`config.mk`:
```
export PLATFORM = sky130hd
export DESIGN_NAME = stepper_half_step_angle_sequencer
export DESIGN_NICKNAME = d
export VERILOG_FILES = /design/src/sv/shsas_pkg.sv /design/src/sv/shsas_cycle_calc.sv /design/src/sv/shsas_seq_core.sv /design/src/sv/stepper_half_step_angle_sequencer.sv
export SDC_FILE = /design/constraint.sdc
export NUM_CORES = 1
export LEC_CHECK = 0
export ABC_CLOCK_PERIOD_IN_PS = 7500
export BUFFER_PORTS_ARGS = -buffer_cell sky130_fd_sc_hd__clkbuf_2
export CAP_MARGIN = 20
export CORE_AREA = 2 2 184 186
export DETAILED_ROUTE_END_ITERATION = 7
export DIE_AREA = 0 0 186 188
export GPL_TIMING_DRIVEN = 0
export PLACE_DENSITY_LB_ADDON = 0.08
export SETUP_SLACK_MARGIN = 0.2
export SLEW_MARGIN = 30
export SYNTH_ARGS = -nofsm -noshare
export SYNTH_HDL_FRONTEND = slang
export SYNTH_HIERARCHICAL = 1
export SYNTH_SLANG_ARGS = --single-unit
```
`constraint.sdc`:
```
create_clock -name clock -period 7.5 [get_ports clock]
set_clock_uncertainty 0.05 [all_clocks]
set_input_delay 1.5 -clock clock [delete_from_list [all_inputs] [get_ports clock]]
set_output_delay 1.5 -clock clock [all_outputs]
set_load 0.05 [all_outputs]
```
`src/sv/shsas_pkg.sv`:
```
// Shared types, constants and the half-step table for the stepper sequencer.
// No dependencies; every other file but the checker refers to it by scoped names.
`timescale 1ns / 1ps

package shsas_pkg;

   localparam int ANGLE_W   = 20;
   localparam int PATTERN_W = 4;
   localparam int PERIOD_W  = 8;
   localparam int PHASE_W   = 3;
   localparam int CYCLES_W  = 16;

   localparam logic [PERIOD_W-1:0] PERIOD_RESET = 8'd2;
   localparam logic [CYCLES_W-1:0] CYCLES_MAX   = 16'hFFFF;
   localparam logic [PHASE_W-1:0]  LAST_PHASE   = 3'd7;

   // item kinds carried on tuser
   localparam logic MODE_TICK  = 1'b0;
   localparam logic MODE_START = 1'b1;

   // 360 deg * 16 = 5760 = 128 * 45
   localparam int ANGLE_UNITS_PER_REV = 5760;
   localparam int UNIT_SHIFT          = 7;
   localparam int UNIT_ODD            = 45;
   localparam int UNIT_ODD_LOG2       = 6;

   typedef struct packed {
      logic               valid;
      logic [ANGLE_W-1:0] mag;
   } cyc_launch_type;

   typedef struct packed {
      logic                valid;
      logic [CYCLES_W-1:0] count;
   } cyc_load_type;

   typedef struct packed {
      logic                 busy;
      logic [PATTERN_W-1:0] pattern;
   } result_type;

   // dir = 1 selects the reverse table
   function automatic logic [PATTERN_W-1:0] table_entry(input logic dir,
                                                        input logic [PHASE_W-1:0] idx);
      logic [PATTERN_W-1:0] fwd;
      logic [PATTERN_W-1:0] rev;
      case (idx)
         3'd0: begin fwd = 4'h8; rev = 4'h1; end
         3'd1: begin fwd = 4'hC; rev = 4'h3; end
         3'd2: begin fwd = 4'h4; rev = 4'h2; end
         3'd3: begin fwd = 4'h6; rev = 4'h6; end
         3'd4: begin fwd = 4'h2; rev = 4'h4; end
         3'd5: begin fwd = 4'h3; rev = 4'hC; end
         3'd6: begin fwd = 4'h1; rev = 4'h8; end
         default: begin fwd = 4'h9; rev = 4'h9; end
      endcase
      return dir ? rev : fwd;
   endfunction

endpackage

```
`src/sv/shsas_cycle_calc.sv`:
```
// Pipelined cycle-count unit: floor(mag * STEPS_PER_REV / 5760), saturated to 16 bits.
// Four stages: capture, scale, reciprocal multiply, shift and clamp. Uses shsas_pkg.
`timescale 1ns / 1ps

module shsas_cycle_calc #(
   parameter int STEPS_PER_REV = 512
) (
   input  logic                     clock,
   input  logic                     reset,
   input  shsas_pkg::cyc_launch_type launch,
   output shsas_pkg::cyc_load_type   load
);

   localparam int SPR_W       = $clog2(STEPS_PER_REV + 1);
   localparam int PROD_W      = shsas_pkg::ANGLE_W + SPR_W;
   localparam int SCALED_W    = PROD_W - shsas_pkg::UNIT_SHIFT;
   localparam int RECIP_SHIFT = SCALED_W + shsas_pkg::UNIT_ODD_LOG2;
   localparam longint unsigned RECIP =
      ((64'd1 << RECIP_SHIFT) + shsas_pkg::UNIT_ODD - 1) / shsas_pkg::UNIT_ODD;
   localparam int RECIP_W     = RECIP_SHIFT - 5;
   localparam int QPROD_W     = SCALED_W + RECIP_W;
   localparam int QUOT_W      = QPROD_W - RECIP_SHIFT;
   localparam int CMP_W       = (QUOT_W > shsas_pkg::CYCLES_W) ? QUOT_W : shsas_pkg::CYCLES_W;

   logic                            mag_valid_ff;
   logic [shsas_pkg::ANGLE_W-1:0]   mag_ff;
   logic                            prod_valid_ff;
   logic [PROD_W-1:0]               prod_ff;
   logic                            quot_valid_ff;
   logic [QPROD_W-1:0]              qprod_ff;
   logic                            load_valid_ff;
   logic [shsas_pkg::CYCLES_W-1:0]  count_ff;
   logic [SCALED_W-1:0]             scaled;
   logic [CMP_W-1:0]                quot_ext;
   logic [shsas_pkg::CYCLES_W-1:0]  count_in;

   // divide by 128 is a shift, then divide by 45 through the rounded-up reciprocal
   assign scaled   = prod_ff[PROD_W-1:shsas_pkg::UNIT_SHIFT];
   assign quot_ext = CMP_W'(qprod_ff[QPROD_W-1:RECIP_SHIFT]);

   always_comb begin
      if (quot_ext > CMP_W'(shsas_pkg::CYCLES_MAX)) begin
         count_in = shsas_pkg::CYCLES_MAX;
      end else begin
         count_in = quot_ext[shsas_pkg::CYCLES_W-1:0];
      end
   end

   always_ff @(posedge clock) begin
      if (reset) begin
         mag_valid_ff  <= 1'b0;
         prod_valid_ff <= 1'b0;
         quot_valid_ff <= 1'b0;
         load_valid_ff <= 1'b0;
      end else begin
         mag_valid_ff  <= launch.valid;
         prod_valid_ff <= mag_valid_ff;
         quot_valid_ff <= prod_valid_ff;
         load_valid_ff <= quot_valid_ff;
      end
   end

   always_ff @(posedge clock) begin
      mag_ff   <= launch.mag;
      prod_ff  <= PROD_W'(mag_ff) * PROD_W'(STEPS_PER_REV);
      qprod_ff <= QPROD_W'(scaled) * QPROD_W'(RECIP_W'(RECIP));
      count_ff <= count_in;
   end

   assign load.valid = load_valid_ff;
   assign load.count = count_ff;

endmodule

```
`src/sv/shsas_seq_core.sv`:
```
// Sequencer state: phase, hold counter, direction, remaining cycles, coil pattern.
// Computes the post-item result for each processed item. Uses shsas_pkg.
`timescale 1ns / 1ps

module shsas_seq_core #(
   parameter int STEPS_PER_REV = 512
) (
   input  logic                              clock,
   input  logic                              reset,
   input  logic                              csr_we,
   input  logic [shsas_pkg::PERIOD_W-1:0]    csr_wdata,
   input  logic                              fire,
   input  logic                              mode,
   input  logic [shsas_pkg::ANGLE_W-1:0]     angle,
   input  shsas_pkg::cyc_load_type           cyc_load,
   output shsas_pkg::cyc_launch_type         cyc_launch,
   output shsas_pkg::result_type             result
);

   // smallest magnitude that gives at least one cycle
   localparam int MIN_MAG = (shsas_pkg::ANGLE_UNITS_PER_REV + STEPS_PER_REV - 1) / STEPS_PER_REV;

   logic [shsas_pkg::PERIOD_W-1:0]  period_ff;
   logic [shsas_pkg::PATTERN_W-1:0] pattern_ff, pattern_in;
   logic [shsas_pkg::PHASE_W-1:0]   phase_ff, phase_in;
   logic [shsas_pkg::CYCLES_W-1:0]  cycles_ff, cycles_in;
   logic [shsas_pkg::PERIOD_W-1:0]  hold_ff, hold_in;
   logic                            dir_ff, dir_in;
   logic                            moving_ff, moving_in;
   logic [shsas_pkg::PERIOD_W-1:0]  period_ticks;
   logic [shsas_pkg::CYCLES_W-1:0]  cycles_dec;
   logic                            neg;
   logic [shsas_pkg::ANGLE_W-1:0]   mag;
   logic                            start_go;

   assign period_ticks = (period_ff == '0) ? shsas_pkg::PERIOD_W'(1) : period_ff;
   assign neg          = angle[shsas_pkg::ANGLE_W-1];
   // 20-bit negate; the most negative angle maps onto its own magnitude
   assign mag          = neg ? (~angle + shsas_pkg::ANGLE_W'(1)) : angle;
   assign start_go     = fire && (mode == shsas_pkg::MODE_START) && !moving_ff &&
                         (mag >= shsas_pkg::ANGLE_W'(MIN_MAG));
   assign cycles_dec   = (cycles_ff != '0) ? cycles_ff - shsas_pkg::CYCLES_W'(1) : cycles_ff;

   always_comb begin
      pattern_in = pattern_ff;
      phase_in   = phase_ff;
      cycles_in  = cyc_load.valid ? cyc_load.count : cycles_ff;
      hold_in    = hold_ff;
      dir_in     = dir_ff;
      moving_in  = moving_ff;
      if (start_go) begin
         dir_in     = !neg;
         phase_in   = '0;
         pattern_in = shsas_pkg::table_entry(!neg, '0);
         hold_in    = period_ticks;
         moving_in  = 1'b1;
      end else if (fire && (mode == shsas_pkg::MODE_TICK) && moving_ff) begin
         if (hold_ff > shsas_pkg::PERIOD_W'(1)) begin
            hold_in = hold_ff - shsas_pkg::PERIOD_W'(1);
         end else if (phase_ff == shsas_pkg::LAST_PHASE) begin
            // end of an eight-phase cycle; count was loaded long before this point
            cycles_in = cycles_dec;
            if (cycles_dec == '0) begin
               hold_in   = '0;
               moving_in = 1'b0;
            end else begin
               phase_in   = '0;
               pattern_in = shsas_pkg::table_entry(dir_ff, '0);
               hold_in    = period_ticks;
            end
         end else begin
            phase_in   = phase_ff + shsas_pkg::PHASE_W'(1);
            pattern_in = shsas_pkg::table_entry(dir_ff, phase_ff + shsas_pkg::PHASE_W'(1));
            hold_in    = period_ticks;
         end
      end
   end

   always_ff @(posedge clock) begin
      if (reset) begin
         period_ff  <= shsas_pkg::PERIOD_RESET;
         pattern_ff <= '0;
         phase_ff   <= '0;
         cycles_ff  <= '0;
         hold_ff    <= '0;
         dir_ff     <= 1'b0;
         moving_ff  <= 1'b0;
      end else begin
         if (csr_we) begin
            period_ff <= csr_wdata;
         end
         pattern_ff <= pattern_in;
         phase_ff   <= phase_in;
         cycles_ff  <= cycles_in;
         hold_ff    <= hold_in;
         dir_ff     <= dir_in;
         moving_ff  <= moving_in;
      end
   end

   assign cyc_launch.valid = start_go;
   assign cyc_launch.mag   = mag;
   assign result.busy      = moving_in;
   assign result.pattern   = pattern_in;

endmodule

```
`src/sv/stepper_half_step_angle_sequencer.sv`:
```
// Half-step sequencer for a four-coil unipolar stepper. Every item, tick or start,
// is taken into an input register and yields one result in the output register;
// the block sustains one item per clock while the receiver takes results, and
// while a result waits the input register still takes one more item before the
// input stalls. A start's cycle count goes through a four-stage multiply pipeline
// and is loaded before the eight ticks that the first cycle takes at the least.
// No clearing pass after reset. Uses shsas_pkg, shsas_seq_core, shsas_cycle_calc.
`timescale 1ns / 1ps

module stepper_half_step_angle_sequencer #(
   parameter int STEPS_PER_REV = 512
) (
   input  logic        clock,
   input  logic        reset,
   input  logic        csr_we,
   input  logic [7:0]  csr_wdata,   // step_period
   input  logic        req_tvalid,
   output logic        req_tready,
   input  logic [23:0] req_tdata,   // [19:0] angle, [23:20] zero
   input  logic        req_tuser,   // mode
   output logic        rsp_tvalid,
   input  logic        rsp_tready,
   output logic [7:0]  rsp_tdata    // [3:0] coil_pattern, [4] busy_res, [7:5] zero
);

   logic                             in_valid_ff;
   logic                             in_mode_ff;
   logic [shsas_pkg::ANGLE_W-1:0]    in_angle_ff;
   logic                             rsp_valid_ff;
   shsas_pkg::result_type            rsp_data_ff;
   logic                             out_free;
   logic                             fire;
   shsas_pkg::result_type            result;
   shsas_pkg::cyc_launch_type        cyc_launch;
   shsas_pkg::cyc_load_type          cyc_load;

   assign out_free   = !rsp_valid_ff || rsp_tready;
   assign fire       = in_valid_ff && out_free;
   assign req_tready = !in_valid_ff || out_free;

   always_ff @(posedge clock) begin
      if (reset) begin
         in_valid_ff  <= 1'b0;
         rsp_valid_ff <= 1'b0;
      end else begin
         if (req_tready) begin
            in_valid_ff <= req_tvalid;
         end
         if (out_free) begin
            rsp_valid_ff <= in_valid_ff;
         end
      end
   end

   always_ff @(posedge clock) begin
      if (req_tvalid && req_tready) begin
         in_mode_ff  <= req_tuser;
         in_angle_ff <= req_tdata[shsas_pkg::ANGLE_W-1:0];
      end
      if (fire) begin
         rsp_data_ff <= result;
      end
   end

   shsas_seq_core #(
      .STEPS_PER_REV (STEPS_PER_REV)
   ) u_core (
      .clock      (clock),
      .reset      (reset),
      .csr_we     (csr_we),
      .csr_wdata  (csr_wdata),
      .fire       (fire),
      .mode       (in_mode_ff),
      .angle      (in_angle_ff),
      .cyc_load   (cyc_load),
      .cyc_launch (cyc_launch),
      .result     (result)
   );

   shsas_cycle_calc #(
      .STEPS_PER_REV (STEPS_PER_REV)
   ) u_calc (
      .clock  (clock),
      .reset  (reset),
      .launch (cyc_launch),
      .load   (cyc_load)
   );

   assign rsp_tvalid = rsp_valid_ff;
   assign rsp_tdata  = {3'b000, rsp_data_ff.busy, rsp_data_ff.pattern};

endmodule

```
==> impl_metrics.csv, run 1 <==
group,metric,value,unit
hold_path,hold_start,"u_calc/mag_ff[16]",
cts,cts_resized,0,
hold_path,min_to,"u_calc/prod_ff[25]",
critical_path,crit_path_start_kind,"register",
placed_design,dp_hpwl,25.60,mm
critical_path,path_class,"register to register",
critical_path,worstPathRequired,7.80,ns
placed_design,dp.cells,1776,
die,io_pins,48,
cts,htree_levels,4,
yosys,yosys-top-cells-area,"dfxtp_1 (19%), ha_1 (19%), fa_1 (18%)",
routing,wirelength,30.61,mm
routing,first_pass_iters,5,
critical_path,reg2reg_from,"u_calc/prod_ff[22]",
hold_path,hold_depth,0,
critical_path,cp-end-kind,"register",
layout,n_antenna_cell,0,
sta,fmax,155.4,MHz
sta,tightest_slew,0.7460,ns
yosys,synth_edf_count,26,
die,core,33110,µm²
sta,max_slew_margin,0.5027,
die,die_w,186,µm
layout,final_cell_count_no_fill,1808,
cts,post_cts_buffers,0,
routing,ant_nets,0,
yosys,synthDistinctLibCells,86,
cts,clockRootBuffer,"clkbuf_16",
critical_path,crit_buf_inv,4,
cts,path_clk_slew,0.06,ns
sta,rsz0062_at_grt,"no",
cts,cts.sinks,146,
yosys,synth_common_cells,"inv_1 (224), ha_1 (185), dfxtp_1 (120)",
cts,hold_buffers,0,
yosys,synth_area,12400,µm²
sta,finalCriticalPeriod,6.433,ns
sta,drv_slew,0,
sta,min_period_over_period,0.8578,
critical_path,reg2reg_to,"u_calc/qprod_ff[44]",
placed_design,portBuffers,39,
yosys,yosysMostFrequentCell,"inv_1",
status,status,"finished clean",
yosys,synthFlopType,"dfxtp_1",
layout,n_fill_cell,3362,
yosys,synth_seq_cells,146,
critical_path,reg2reg_slack,1.07,ns
placed_design,place_congestion,0.8550,
cts,cts_tree,"yes",
global_route,global_route.overflow_total,0,
critical_path,path_max_fanout,6,
routing,drc,0,
critical_path,rr_worst_depth,19,
routing,drt_iter0_drc,484,
yosys,synth_top_cell_by_area,"dfxtp_1",
critical_path,crit_path_top_delay_cell,"dfxtp_1",
routing,wire_per_inst,16.93,µm
die,num_rows,67,
cts,clockBufferDepth,2,
critical_path,crit_cells,19,
yosys,yosys_warnings,6,
critical_path,worstPathCellList,"ha_1, inv_1, fa_1, fa_1, inv_1, fa_1, fa_1, inv_1, fa_1, inv_1, fa_1, ha_1, a21oi_1, nor2_1, or4_1, a211o_1, a21oi_1, a31o_1, xnor2_1",
critical_path,cpLargestDelayFamily,"adder cells",
sta,setup_viol,0,
global_route,grt_pass1_vias,9283,
critical_path,cp_common_cell,"fa_1",
yosys,synth_top_cell_area_share,0.1938,
global_route,antenna_found_initial,0,
critical_path,crit_path_max_incr_delay,0.56,ns
global_route,grt_usage,0.1845,
cts,cts_buffers,17,
global_route,grt_pass1_wl,49.73,mm
yosys,synthCells,1287,
yosys,syn_avg_cell_area,9.632,µm²
layout,fin_nets,1679,
hold_path,hold_path.class,"register to register",
job,cap_viol_max_count,0,
die,start_util,0.3744,
yosys,async_reset_ff_frac,0,
sta,hold_viol_final,0,
layout,drive_gt1_frac,0.09779,
layout,register_area,3183,µm²
sta,tns,0,ns
yosys,seq_area_frac_synth,0.2568,
global_route,grt_max_degree,22,
cts,insertion_delay,0.43,ns
layout,syn2layout_area_growth,11.10,%
layout,multiInputGateArea,8153,µm²
die,die_h,188,µm
routing,vias,9084,
routing,post_drt_via_cell_ratio,5.024,
die,fp.dieArea,34970,µm²
critical_path,worstPathArrival,6.74,ns
[metal layers]
layer | GRT usage | vias to the layer above | routed length, µm | part of all wire
met5 | 0 | - | 0 | 0
li1 | - | 4485 | - | -
met1 | 0.2507 | 4450 | 14400 | 0.47
met2 | 0.3040 | 116 | 15020 | 0.49
met4 | 0.04785 | 0 | 567 | 0.019
met3 | 0.03010 | 33 | 618 | 0.020
[cell type report]
cell class | instances | share of cell area
plain buffers | 45 | 0.01626
clock buffers | 21 | 0.03352
clock inverters | 11 | 0.01099
inverters | 225 | 0.06132
multi-input cells | 873 | 0.5919
flip-flops and latches | 146 | 0.2311
well taps | 448 | 0.04070
repair buffers | 39 | 0.01417
[stage by stage]
step	area (µm²)	util	hold slack (ns)	setup slack [ns]
finish	13770	0.4159	0.2687	1.067
global route	13770	0.4159	0.2847	0.8082
CTS	13770	0.4159	0.2734	0.9921
detailed placement	13160	0.3974	0.2621	1.029
global placement	13160	0.3974	0.2632	1.012
floorplan	12400	-	0.2596	1.692
[how the worst max path moves through the flow]
stage                                  start  slack, ns                  end
after floorplan           u_calc/prod_ff[25]       1.69  u_calc/qprod_ff[42]
after global placement    u_calc/prod_ff[22]       1.01  u_calc/qprod_ff[44]
after detailed placement  u_calc/prod_ff[22]       1.03  u_calc/qprod_ff[44]
after CTS                 u_calc/prod_ff[22]       0.99  u_calc/qprod_ff[44]
after global routing      u_calc/prod_ff[23]       0.81  u_calc/qprod_ff[44]
final                     u_calc/prod_ff[22]       1.07  u_calc/qprod_ff[44]
[worst reg2reg max path, cell delays in order, from the launching register on]
cell and delay (ns):
dfxtp_1 0.56, ha_1 0.25, inv_1 0.06, fa_1 0.46, fa_1 0.49, inv_1 0.09
fa_1 0.53, fa_1 0.55, inv_1 0.06, fa_1 0.53, inv_1 0.05, fa_1 0.46
ha_1 0.38, a21oi_1 0.32, nor2_1 0.09, or4_1 0.42, a211o_1 0.36, a21oi_1 0.31
a31o_1 0.23, xnor2_1 0.12
[placed cells by master, fill, tap and decap left out, types with 5 or more instances in the layout]
master	netlist	routed
or3_1	7	7
buf_4	8	8
a211oi_1	10	10
edfxtp_1	26	26
nand3_1	22	22
nor3_1	36	36
nand4_1	8	8
xor2_1	15	15
nor2b_1	8	8
o211ai_1	7	7
or2_2	20	20
nand2_1	55	55
dfxtp_1	120	120
xnor2_1	25	25
and2_1	5	5
clkbuf_1	25	28
nor4b_1	6	6
buf_2	7	7
nor2_1	78	78
inv_1	224	224
a31oi_1	14	14
nor4_1	7	7
o21ai_0	45	45
o31ai_1	7	7
or4_1	7	7
nand2b_1	6	6
a21oi_1	52	52
clkbuf_2	1	40
o21a_1	6	6
mux2i_1	15	15
and3_1	7	7
o21bai_1	6	6
a211o_1	7	7
clkbuf_16	0	18
fa_1	109	109
a21o_1	15	15
ha_1	185	185
[kinds of logic after synthesis]
| kind of cell | after synthesis | synth area share |
|---|---|---|
| simple gates | 297 | 0.1269 |
| buf+inv | 270 | 0.08619 |
| mux | 16 | 0.01302 |
| flops | 146 | 0.2568 |
| fa+ha+maj | 294 | 0.3627 |
| xor+xnor | 40 | 0.02826 |
| compound gates | 223 | 0.1259 |
| other cells | 1 | 0.0003025 |
[state kept, by name, summed over array words and instances, names as in the netlist, 3 cells and up]
signal / cells
rsp_tdata: 5
u_core/phase_ff: 3
u_calc/qprod_ff: 17
u_core/hold_ff: 8
u_calc/count_ff: 16
u_core/period_ff: 8
u_calc/mag_ff: 20
u_core/pattern_ff: 4
u_calc/prod_ff: 20
in_angle_ff: 20
u_core/cycles_ff: 16
Power of run 1 is left out: the tool's default activity adds up to more than one toggle a clock period on the data nets, which glitch-free logic cannot reach.
==> run 2, diff against run 1 <==
BUFFER_PORTS_ARGS = not set   (was -buffer_cell sky130_fd_sc_hd__clkbuf_2)
DONT_BUFFER_PORTS = 1   (was not set)
RECOVER_POWER = 50   (was not set)
==> run 2 against run 1 <==
Net effect: critical path depth unchanged; design area down 1.4%; maximum frequency shrank 0.34%; cell count decreased by 2.2%; worst hold slack better by 0.0033 ns; non-clock buffer count is 39 lower; global-route usage barely moved; routed wire length rose by 0.69%; count of clock-buffer cells in the layout is 2 lower; critical path type unchanged; critical endpoint unchanged; largest cell class unchanged; highest routed layer unchanged.
==> impl_metrics.csv, run 2 (same netlist as run 1, synthesis figures left out) <==
group,metric,value,unit
status,status,"finished clean",
cts,clockRootBuffer,"clkbuf_16",
sta,min_period_over_period,0.8607,
placed_design,portBuffers,0,
job,cap_viol_max_count,0,
cts,htree_levels,4,
critical_path,reg2reg_from,"u_calc/prod_ff[22]",
sta,tns,0,ns
cts,insertion_delay,0.43,ns
global_route,grt_pass1_vias,9143,
die,num_rows,67,
sta,rsz0062_at_grt,"no",
die,die_h,188,µm
critical_path,crit_path_start_kind,"register",
routing,ant_nets,0,
sta,finalCriticalPeriod,6.455,ns
critical_path,reg2reg_slack,1.04,ns
placed_design,place_congestion,0.8470,
layout,final_util,0.4101,
cts,cts_buffers,17,
global_route,antenna_found_initial,0,
global_route,grt_pass1_wl,49.58,mm
layout,layout_common_cells,"inv_1 (224), ha_1 (185), dfxtp_1 (120), fa_1 (109), nor2_1 (78)",
critical_path,reg2reg_to,"u_calc/qprod_ff[44]",
die,start_util,0.3744,
critical_path,cp-end-kind,"register",
hold_path,hold_start,"u_calc/mag_ff[5]",
routing,drc,0,
layout,top_regs,"in_angle_ff x20, u_calc/mag_ff x20, u_calc/prod_ff x20",
layout,n_antenna_cell,0,
sta,fmax,154.9,MHz
layout,multiInputGateArea,8129,µm²
die,io_pins,48,
layout,fin_nets,1640,
global_route,grt_max_degree,22,
die,core,33110,µm²
global_route,grt_usage,0.1843,
placed_design,placed_area,12960,µm²
die,fp.dieArea,34970,µm²
cts,post_cts_buffers,0,
routing,wire_per_inst,17.42,µm
layout,final_cell_count_no_fill,1769,
routing,first_pass_iters,5,
routing,post_drt_via_cell_ratio,5.076,
cts,cts.sinks,146,
sta,tightest_slew,1.342,ns
global_route,global_route.overflow_total,0,
critical_path,worstPathArrival,6.75,ns
layout,final_common_cell,"inv_1",
routing,vias,8979,
cts,cts_resized,0,
hold_path,hold_depth,0,
sta,hold_viol_final,0,
cts,clockBufferDepth,2,
layout,final_area,13580,µm²
critical_path,rr_worst_depth,19,
sta,setup_viol,0,
sta,max_slew_margin,0.1047,
critical_path,path_class,"register to register",
cts,path_clk_slew,0.06,ns
placed_design,dp_hpwl,25.62,mm
layout,n_fill_cell,3290,
routing,wirelength,30.82,mm
layout,register_area,3183,µm²
placed_design,dp.cells,1737,
critical_path,worstPathRequired,7.80,ns
die,die_w,186,µm
critical_path,path_max_fanout,6,
cts,cts_tree,"yes",
routing,drt_iter0_drc,478,
hold_path,min_to,"u_calc/prod_ff[14]",
sta,drv_slew,0,
layout,syn2layout_area_growth,9.527,%
layout,drive_gt1_frac,0.06889,
cts,hold_buffers,0,
hold_path,hold_path.class,"register to register",
[run 2: worst max-delay path by stage]
stage / slack (ns) / cells past startpoint / endpoint / start
after CTS: 1.03 / 19 / u_calc/qprod_ff[44] / u_calc/prod_ff[20]
final: 1.04 / 19 / u_calc/qprod_ff[44] / u_calc/prod_ff[22]
after floorplan: 1.69 / 18 / u_calc/qprod_ff[42] / u_calc/prod_ff[25]
after detailed placement: 1.08 / 18 / u_calc/qprod_ff[44] / u_calc/prod_ff[27]
after global placement: 1.03 / 19 / u_calc/qprod_ff[44] / u_calc/prod_ff[22]
after global routing: 0.82 / 19 / u_calc/qprod_ff[44] / u_calc/prod_ff[20]
[run 2: worst max-delay path: stages (launching register included)]
cell and delay, ns:
dfxtp_1 0.53, ha_1 0.25, inv_1 0.06, fa_1 0.46
fa_1 0.49, inv_1 0.09, fa_1 0.52, fa_1 0.56
inv_1 0.06, fa_1 0.54, inv_1 0.05, fa_1 0.45
ha_1 0.38, a21oi_1 0.31, nor2_1 0.08, or4_1 0.44
a211o_1 0.37, a21oi_1 0.34, a31o_1 0.22, xnor2_1 0.12
[run 2: per-stage QoR]
step           worst slack (ns)  hold slack, ns
2_1_floorplan             1.692          0.2596
3_3_place_gp              1.033          0.2622
3_5_place_dp              1.081          0.2621
4_1_cts                   1.030          0.2755
5_1_grt                  0.8223          0.2862
6_report                  1.045          0.2719
[run 2: layout make-up]
cell class                      instances  area share
Buffer                                 45     0.01640
Clock buffer                           19     0.03345
Clock inverter                         13     0.01355
Inverter                              225     0.06220
Multi-Input combinational cell        873      0.5987
Sequential cell                       146      0.2344
Tap cell                              448     0.04128
[run 2: routing by layer]
metal | part of all wire | track usage | vias up
li1 | - | - | 4411
met1 | 0.47 | 0.2471 | 4432
met2 | 0.50 | 0.3137 | 115
met3 | 0.025 | 0.02661 | 21
met4 | 0.012 | 0.04028 | 0
met5 | 0 | 0 | -
Power of run 2 is left out for the same reason.
==> run 3, diff against run 2 <==
CTS_BUF_LIST = sky130_fd_sc_hd__clkbuf_4 sky130_fd_sc_hd__clkbuf_8   (was not set)
HOLD_SLACK_MARGIN = 0.15   (was not set)
==> run 3 against run 2 <==
Net effect: cell count unchanged; core utilization decreased by 0.55 points; first-iteration DRC count down 1.0%; via count rose by 0.30%; worst setup slack lost 0.015 ns; global-route usage shrank 0.065 points; sequential cell count unchanged; worst hold slack hardly changed; count of clock-buffer cells in the layout down 1; sequential share of layout area rose by 0.32 points; largest cell class unchanged.
==> impl_metrics.csv, run 3 (same netlist as run 1, synthesis figures left out) <==
group,metric,value,unit
sta,fmax,154.6,MHz
die,fp.dieArea,34970,µm²
cts,path_clk_slew,0.08,ns
sta,tns,0,ns
sta,max_slew_margin,0.1169,
critical_path,worstPathRequired,7.84,ns
placed_design,portBuffers,0,
cts,post_cts_buffers,0,
cts,hold_buffers,0,
die,die_w,186,µm
job,cap_viol_max_count,0,
global_route,grt_max_degree,22,
global_route,antenna_found_initial,0,
routing,wl_met3,781,µm
global_route,grt_usage,0.1837,
sta,setup_viol,0,
layout,syn2layout_area_growth,8.054,%
routing,vias,9006,
layout,final_common_cell,"inv_1",
placed_design,dp_hpwl,25.62,mm
sta,fin_ws,1.030,ns
routing,route.met2.wl,15.29,mm
sta,finalCriticalPeriod,6.470,ns
cts,cts_buffers,17,
global_route,grt_pass1_vias,9131,
critical_path,worstPathArrival,6.81,ns
sta,rsz0062_at_grt,"no",
sta,tightest_slew,1.324,ns
cts,clockBufferDepth,2,
placed_design,place_ws,1.081,ns
layout,top_regs,"in_angle_ff x20, u_calc/mag_ff x20, u_calc/prod_ff x20",
die,die_h,188,µm
routing,met1Wirelength,14.16,mm
die,core,33110,µm²
routing,highest_layer,"met4",
hold_path,hold_path.class,"register to register",
routing,first_pass_iters,5,
routing,wirelength,30.65,mm
layout,n_fill_cell,3315,
routing,drc,0,
layout,multiInputGateArea,8129,µm²
sta,min_period_over_period,0.8627,
cts,cts_resized,0,
layout,final_util,0.4045,
placed_design,place_congestion,0.8470,
die,num_rows,67,
critical_path,crit_path_start_kind,"register",
die,start_util,0.3744,
routing,wire_per_inst,17.33,µm
cts,htree_levels,4,
layout,fin_nets,1640,
sta,hold_viol_final,0,
cts,cts_tree,"yes",
die,io_pins,48,
layout,layout_common_cells,"inv_1 (224), ha_1 (185), dfxtp_1 (120), fa_1 (109), nor2_1 (78)",
sta,drv_slew,0,
routing,post_drt_via_cell_ratio,5.091,
cts,cts.sinks,146,
critical_path,cp-end-kind,"register",
layout,drive_gt1_frac,0.06964,
cts,insertion_delay,0.46,ns
global_route,grt_pass1_wl,49.50,mm
global_route,global_route.overflow_total,0,
status,status,"finished clean",
routing,ant_nets,0,
routing,drt_iter0_drc,473,
layout,register_area,3183,µm²
layout,n_antenna_cell,0,
critical_path,path_max_fanout,6,
critical_path,path_class,"register to register",
cts,clockRootBuffer,"clkbuf_8",
-- run 3: changes by cell type in the layout (fill, tap and decap cells not counted), sizes merged --
cell    change
bufinv      +1
clkbuf      -1
-- run 3: cell type report --
class / instances / area share
Buffer: 45 / 0.01663
Clock buffer: 18 / 0.01803
Clock inverter: 14 / 0.01597
Inverter: 225 / 0.06305
Multi-Input combinational cell: 873 / 0.6069
Sequential cell: 146 / 0.2376
Tap cell: 448 / 0.04185
-- run 3: final timing paths --
check,from,endpoint,slack (ns),cells past startpoint
min reg2reg,u_calc/mag_ff[5],u_calc/prod_ff[14],0.27,0
min,u_calc/mag_ff[5],u_calc/prod_ff[14],0.27,0
max reg2reg,u_calc/prod_ff[20],u_calc/qprod_ff[44],1.03,19
max,u_calc/prod_ff[20],u_calc/qprod_ff[44],1.03,19
-- run 3: worst max-delay path, cell delays in order, from the launching register on --
cell and delay [ns]:
dfxtp_1 0.55, ha_1 0.25, inv_1 0.06, fa_1 0.46, fa_1 0.49, inv_1 0.09, fa_1 0.52, fa_1 0.56
inv_1 0.06, fa_1 0.54, inv_1 0.05, fa_1 0.45, ha_1 0.38, a21oi_1 0.31, nor2_1 0.08, or4_1 0.43
a211o_1 0.38, a21oi_1 0.35, a31o_1 0.22, xnor2_1 0.12
-- run 3: through the flow --
stage,hold WS [ns],cells,cell area (µm²)
after detailed placement,0.2621,1737,12960
final,0.2719,1769,13400
after global routing,0.2860,1769,13400
after CTS,0.2780,1769,13420
after floorplan,0.2596,1289,12400
after global placement,0.2622,1737,12960
-- run 3: per-layer routing --
| metal | track usage | up-vias |
|---|---|---|
| met4 | 0.04512 | 0 |
| met2 | 0.3126 | 126 |
| li1 | - | 4421 |
| met5 | 0 | - |
| met3 | 0.02253 | 22 |
| met1 | 0.2468 | 4437 |
Power of run 3 is left out for the same reason.
